==> config.mk <==
export PLATFORM = sky130hd
export DESIGN_NAME = ssat_ctrl
export DESIGN_NICKNAME = d
export VERILOG_FILES = /design/src/rtl/ssat_pkg.sv /design/src/rtl/ssat_ctrl.sv
export SDC_FILE = /design/constraint.sdc
export NUM_CORES = 1
export LEC_CHECK = 0
export BUFFER_PORTS_ARGS = -buffer_cell sky130_fd_sc_hd__buf_2
export CAP_MARGIN = 25
export CORE_AREA = 10 10 47 49
export CTS_CLUSTER_DIAMETER = 150
export DETAILED_ROUTE_END_ITERATION = 16
export DIE_AREA = 0 0 57 59
export PLACE_DENSITY = 0.76
export SYNTH_ARGS = -nofsm -noshare
export SYNTH_HDL_FRONTEND = slang
export SYNTH_SLANG_ARGS = --single-unit
==> constraint.sdc <==
create_clock -name clk -period 2.4 [get_ports clk]
set_clock_uncertainty 0.15 [all_clocks]
set_input_delay 0.36 -clock clk [delete_from_list [all_inputs] [get_ports clk]]
set_output_delay 0.36 -clock clk [all_outputs]
set_load 0.02 [all_outputs]
==> src/rtl/ssat_pkg.sv <==
// Package for the sorted sparse accumulator table: commands, status codes,
// controller states and the command/status structs. No dependencies.
`default_nettype none
package ssat_pkg;
	localparam int CAPACITY_DEF = 1024;

	typedef enum logic [1:0] {
		CMD_SET  = 2'd0,
		CMD_ACC  = 2'd1,
		CMD_LOOK = 2'd2,
		CMD_PRUNE = 2'd3
	} cmd_t;

	typedef enum logic [2:0] {
		ST_INSERTED = 3'd0,
		ST_MERGED   = 3'd1,
		ST_FOUND    = 3'd2,
		ST_NOTFOUND = 3'd3,
		ST_FULL     = 3'd4,
		ST_PRUNED   = 3'd5
	} status_t;

	typedef enum logic [3:0] {
		S_IDLE,
		S_SRCH_RD,
		S_SRCH_CMP,
		S_HIT_RD,
		S_HIT_CMP,
		S_DECIDE,
		S_SHIFT_RD,
		S_SHIFT_WR,
		S_PRUNE_RD,
		S_PRUNE_WR,
		S_DONE
	} state_t;

	typedef struct packed {
		logic load;        // capture the input transaction
		logic srch_init;   // lo = 0, hi = count
		logic srch_rd;     // read at mid
		logic srch_step;   // narrow the interval
		logic hit_rd;      // read at lo
		logic hit_lat;     // latch hit flag
		logic merge_wr;    // write merged value at lo
		logic shift_init;  // idx = count
		logic shift_rd;    // read at idx - 1
		logic shift_wr;    // write to idx, idx--
		logic ins_wr;      // write new entry at lo, count++
		logic prune_init;  // r = w = 0
		logic prune_rd;    // read at r
		logic prune_wr;    // conditional write at w, advance
		logic prune_end;   // count = w
		logic res_full;    // result: table full
		logic res_look;    // result: lookup
		logic res_merge;   // result: merged
		logic res_ins;     // result: inserted
		logic res_prune;   // result: pruned
	} ctl_t;

	typedef struct packed {
		logic [1:0] cmd;
		logic       srch_done; // lo == hi
		logic       hit;
		logic       full;
		logic       shift_done; // idx == lo
		logic       prune_done; // r == count
	} sts_t;
endpackage
`default_nettype wire

==> src/rtl/ssat_ctrl.sv <==
// Controller state machine of the sorted sparse accumulator table.
// Depends on ssat_pkg.
`default_nettype none
module ssat_ctrl import ssat_pkg::*; (
	input  wire logic clk,
	input  wire logic arst_n,
	input  wire logic in_fire,
	input  wire logic out_fire,
	input  wire sts_t sts,
	output ctl_t      ctl,
	output logic      busy,
	output logic      res_valid
);
	state_t state_q, state_d;

	always_ff @(posedge clk or negedge arst_n) begin
		if (!arst_n) state_q <= S_IDLE;
		else state_q <= state_d;
	end

	always_comb begin
		state_d = state_q;
		unique case (state_q)
			S_IDLE: if (in_fire) state_d = (cmd_t'(sts.cmd) == CMD_PRUNE) ? S_PRUNE_RD
				: S_SRCH_RD;
			S_SRCH_RD:  state_d = sts.srch_done ? S_HIT_RD : S_SRCH_CMP;
			S_SRCH_CMP: state_d = S_SRCH_RD;
			S_HIT_RD:   state_d = S_HIT_CMP;
			S_HIT_CMP:  state_d = S_DECIDE;
			S_DECIDE: begin
				if (cmd_t'(sts.cmd) == CMD_LOOK || sts.hit || sts.full) state_d = S_DONE;
				else state_d = sts.shift_done ? S_DONE : S_SHIFT_RD;
			end
			S_SHIFT_RD: state_d = S_SHIFT_WR;
			// return to decide once the last entry has moved; it then inserts
			S_SHIFT_WR: state_d = sts.shift_done ? S_DECIDE : S_SHIFT_RD;
			S_PRUNE_RD: state_d = sts.prune_done ? S_DONE : S_PRUNE_WR;
			S_PRUNE_WR: state_d = S_PRUNE_RD;
			S_DONE:     if (out_fire) state_d = S_IDLE;
			default:    state_d = S_IDLE;
		endcase
	end

	always_comb begin
		ctl = '0;
		unique case (state_q)
			S_IDLE: begin
				ctl.load = in_fire;
				ctl.srch_init = in_fire;
				ctl.prune_init = in_fire;
			end
			S_SRCH_RD: begin
				ctl.srch_rd = !sts.srch_done;
				ctl.hit_rd = sts.srch_done;
			end
			S_SRCH_CMP: ctl.srch_step = 1'b1;
			S_HIT_RD: ctl.hit_rd = 1'b1;
			S_HIT_CMP: begin
				ctl.hit_lat = 1'b1;
				ctl.shift_init = 1'b1;
			end
			S_DECIDE: begin
				if (cmd_t'(sts.cmd) == CMD_LOOK) ctl.res_look = 1'b1;
				else if (sts.hit) begin
					ctl.merge_wr = 1'b1;
					ctl.res_merge = 1'b1;
				end else if (sts.full) ctl.res_full = 1'b1;
				else if (sts.shift_done) begin
					ctl.ins_wr = 1'b1;
					ctl.res_ins = 1'b1;
				end
			end
			S_SHIFT_RD: ctl.shift_rd = 1'b1;
			S_SHIFT_WR: ctl.shift_wr = 1'b1;
			S_PRUNE_RD: begin
				ctl.prune_rd = !sts.prune_done;
				ctl.prune_end = sts.prune_done;
				ctl.res_prune = sts.prune_done;
			end
			S_PRUNE_WR: ctl.prune_wr = 1'b1;
			S_DONE: ;
			default: ;
		endcase
	end

	assign busy      = (state_q != S_IDLE);
	assign res_valid = (state_q == S_DONE);

	a_done_leaves: assert property (@(posedge clk) disable iff (!arst_n)
		(state_q == S_DONE && out_fire) |=> state_q == S_IDLE)
		else $error("done state did not return to idle");
	a_load_idle: assert property (@(posedge clk) disable iff (!arst_n)
		ctl.load |-> state_q == S_IDLE)
		else $error("load outside idle");
	a_one_write: assert property (@(posedge clk) disable iff (!arst_n)
		$countones({ctl.merge_wr, ctl.ins_wr, ctl.prune_wr, ctl.shift_wr}) <= 1)
		else $error("conflicting table writes");
endmodule
`default_nettype wire

==> results.toml <==
[timing]
fin_hold_ws_ns = 0.242
rsz0062_at_grt = "false"
relSlewSlack_pct = 71.2
worst-slew-pin-transition_ns = 0.431
maximum_frequency_from_static_timing_analysis_mhz = 461
finalMaxSlewViolations = 0
post-route-period-util_pct = 90.3
finalSetupTns_ns = 0
final_period_minus_worst_setup_slack_ns = 2.17
finalSetupViolations = 0
timing_hold_violations_final = 0

[routing]
top_layer_used = "met4"
wl_per_cell_um = 13.2
met3_wirelength_um = 76
via_count = 556
total_iterations_of_the_first_detailed_routing_run = 4
drc = 0
route.final.wire_length_um = 1450
met2RoutedLength_um = 710
post_drt_via_cell_ratio = 5.05
detailedRoute.firstIterationViolations = 7
wl_met1_um = 639
antenna_violating_nets_post_route = 0

[placed_design]
finalWeightedCongestion = 0.797
placed_cell_area_um2 = 611
port-buffer-count = 32
dpl.cell_count = 106
post-dp-hpwl_um = 1190

[global_routing]
via_count_of_the_first_global_routing_pass = 590
grt_max_degree = 15
grt.overflow.total = 0
grt_pass1_wl_um = 2440
grt_antenna_before_repair = 0
gr-usage-all-layers_pct = 8.62

[worst_setup_path]
cp.arrival_ns = 1.66
highest_fanout_seen_on_the_critical_path = 14
cp-start-kind = "flip-flop"
endpoint_kind = "output port"
r2r.worst_path.cells = 4
critical_path_class = "reg2out"
critical_path_required_ns = 1.89
ff2ff_setup_slack_ns = 0.87
worst_r2r_endpoint = "state_q[2]$_DFFE_PN0P_"
worstReg2RegStart = "state_q[3]$_DFFE_PN0P_"

[yosys]
synth.most_common_cell = "sky130_fd_sc_hd__nor2_1"
synth.largest_area_cell = "sky130_fd_sc_hd__dfrtp_1"
synth-compound-area-share_pct = 17.2
syn_area_per_cell_um2 = 7.69
synth_fp_nets = 79
synth_top_flop_cell = "sky130_fd_sc_hd__dfrtp_1"
synth_enable_flop_cells = 0
synth_simple_gate_area_share_pct = 43.3
netlist_top_cells_count = "sky130_fd_sc_hd__nor2_1, sky130_fd_sc_hd__nand2_1, sky130_fd_sc_hd__buf_4, sky130_fd_sc_hd__dfrtp_1"
post_synth_inst_count = 68
synth_top_family_by_area = "simple AND/OR/NAND/NOR gates"
yosysUniqueCellTypes = 35
synth-seq-area-share_pct = 19.1
synth.yosys.warnings = 0
yosys.area.top_type_share_pct = 19.1
ys_top_cells_by_area = "sky130_fd_sc_hd__dfrtp_1, sky130_fd_sc_hd__buf_4, sky130_fd_sc_hd__nor2_1"
synth.mux.area_fraction_pct = 1.91
post_synth_fa_ha_maj_area_fraction_pct = 0
asyncSetResetFlopFracSynth_pct = 100
register_bit_count_reported_by_yosys = 4
netlist_area_um2 = 523
synth-xor-area-share_pct = 0

[cells_and_area]
stdcell_count = 110
final_design_area_no_fill_um2 = 643
antennaDiodeCount = 0
largest_register_ff_count = 4
drive_gt1_share_pct = 44.7
syn2layout_area_growth_pct = 23.0
largestRegisters = "state_q (4)"
max_flop_register = "state_q"
num-nets-final = 107

[pwr]
p_leak_nw = 0.359
p_total_mw = 0.724
power.density_mw_per_mm2 = 1130
vdd_drop_max_uv = 610

[cts]
insertion_delay_of_the_later_clocked_pin_in_the_worst_skew_pair_ns = 0.23
clock-root-buffer = "sky130_fd_sc_hd__clkbuf_4"
clock_tree_from_tritoncts = "done"
clk_pin_slew_ns = 0.04
cts-root-to-sink-buffers = 2
cts.htree.levels = 1
post_cts_buffers = 0
cts_inserted_buffers = 3
cts.sinks = 4

[floorplanning]
initial_cell_density_of_the_core_pct = 37.3
area_of_the_placeable_core_mm2 = 0.00140
chipHeight_um = 59
fp.dieW_um = 57
die_area_mm2 = 0.00336
rows = 14
io_count = 33

[min_path]
hold_path_start = "sts[1]"
hold_end = "state_q[2]$_DFFE_PN0P_"
number_of_instances_on_the_worst_hold_path = 2
timing.hold.worst.class = "in2reg"

[run_status]
run_status = "completed"

[flow_run]
cap_violations = 0
logic make-up (layout without fill, tap and decap cells):
group | after synthesis | count (layout)
AO/OA/AOI/OAI | 13 | 13
buffers and inverters | 11 | 37
flip-flops | 4 | 4
multiplexers | 1 | 1
AND/OR/NAND/NOR | 39 | 39
layout by cell type (no fill, tap or decap), drive strengths merged:
master / netlist / layout
buf: 9 / 32
nor2: 10 / 10
nand2: 7 / 7
o21ai: 5 / 5
dfrtp: 4 / 4
nor3: 4 / 4
nand2b: 4 / 4
clkbuf: 1 / 3
and2: 2 / 2
and3: 2 / 2
nand3: 2 / 2
nor4: 2 / 2
nor2b: 2 / 2
inv: 1 / 1
and3b: 1 / 1
a21boi: 1 / 1
or3: 1 / 1
o311ai: 1 / 1
a21bo: 1 / 1
a21o: 1 / 1
nor3b: 1 / 1
a31oi: 1 / 1
or4: 1 / 1
o21bai: 1 / 1
a22oi: 1 / 1
mux2i: 1 / 1
o22ai: 1 / 1
dlygate4sd3: 0 / 1
worst max-delay path: stages (launching register included):
cell and delay [ns]:
sky130_fd_sc_hd__dfrtp_1 0.50, sky130_fd_sc_hd__nand2b_2 0.29, sky130_fd_sc_hd__nor3_2 0.26, sky130_fd_sc_hd__and3_1 0.20, sky130_fd_sc_hd__buf_2 0.17
per-stage QoR:
step           util, %  setup slack, ns
6_report          45.9            0.233
4_1_cts           45.9            0.235
5_1_grt           45.9            0.101
3_5_place_dp      43.6            0.483
3_3_place_gp      43.6            0.544
2_1_floorplan        -            0.505
how the worst max path moves through the flow:
| stage | from | endpoint | slack, ns | cells past startpoint |
|---|---|---|---|---|
| floorplan | state_q[3]$_DFFE_PN0P_ | ctl[14] | 0.51 | 3 |
| global placement | state_q[1]$_DFFE_PN0P_ | ctl[1] | 0.54 | 4 |
| detailed placement | state_q[3]$_DFFE_PN0P_ | ctl[9] | 0.48 | 4 |
| CTS | state_q[3]$_DFFE_PN0P_ | ctl[9] | 0.23 | 4 |
| global route | state_q[3]$_DFFE_PN0P_ | ctl[1] | 0.10 | 4 |
| finish | state_q[3]$_DFFE_PN0P_ | ctl[9] | 0.23 | 4 |
where the power goes:
part	switching, mW	internal [mW]	total, mW
Sequential	0.103	0.0977	0.200
Clock	0.0266	0.0559	0.0825
Combinational	0.256	0.184	0.441
Total	0.386	0.338	0.724
what timing repair did:
item | CTS | global route
hold buffers | 1 | 0
gates resized for setup | 0 | 0
hold endpoints to repair | 4 | 0
per-layer routing:
metal | up-vias | track usage, %
li1 | 287 | -
met1 | 245 | 9.68
met2 | 20 | 14.1
met3 | 4 | 2.58
met4 | 0 | 5.03
met5 | - | 0
area by class of cell:
| class | count | area (um2) |
|---|---|---|
| fillers | 165 | 758 |
| multi-input cells | 53 | 327 |
| repair buffers | 33 | 170 |
| flip-flops and latches | 4 | 100 |
| clock buffers | 3 | 22.5 |
| well taps | 16 | 20.0 |
| inverters | 1 | 3.75 |
Power figures use the tool's default switching activity.
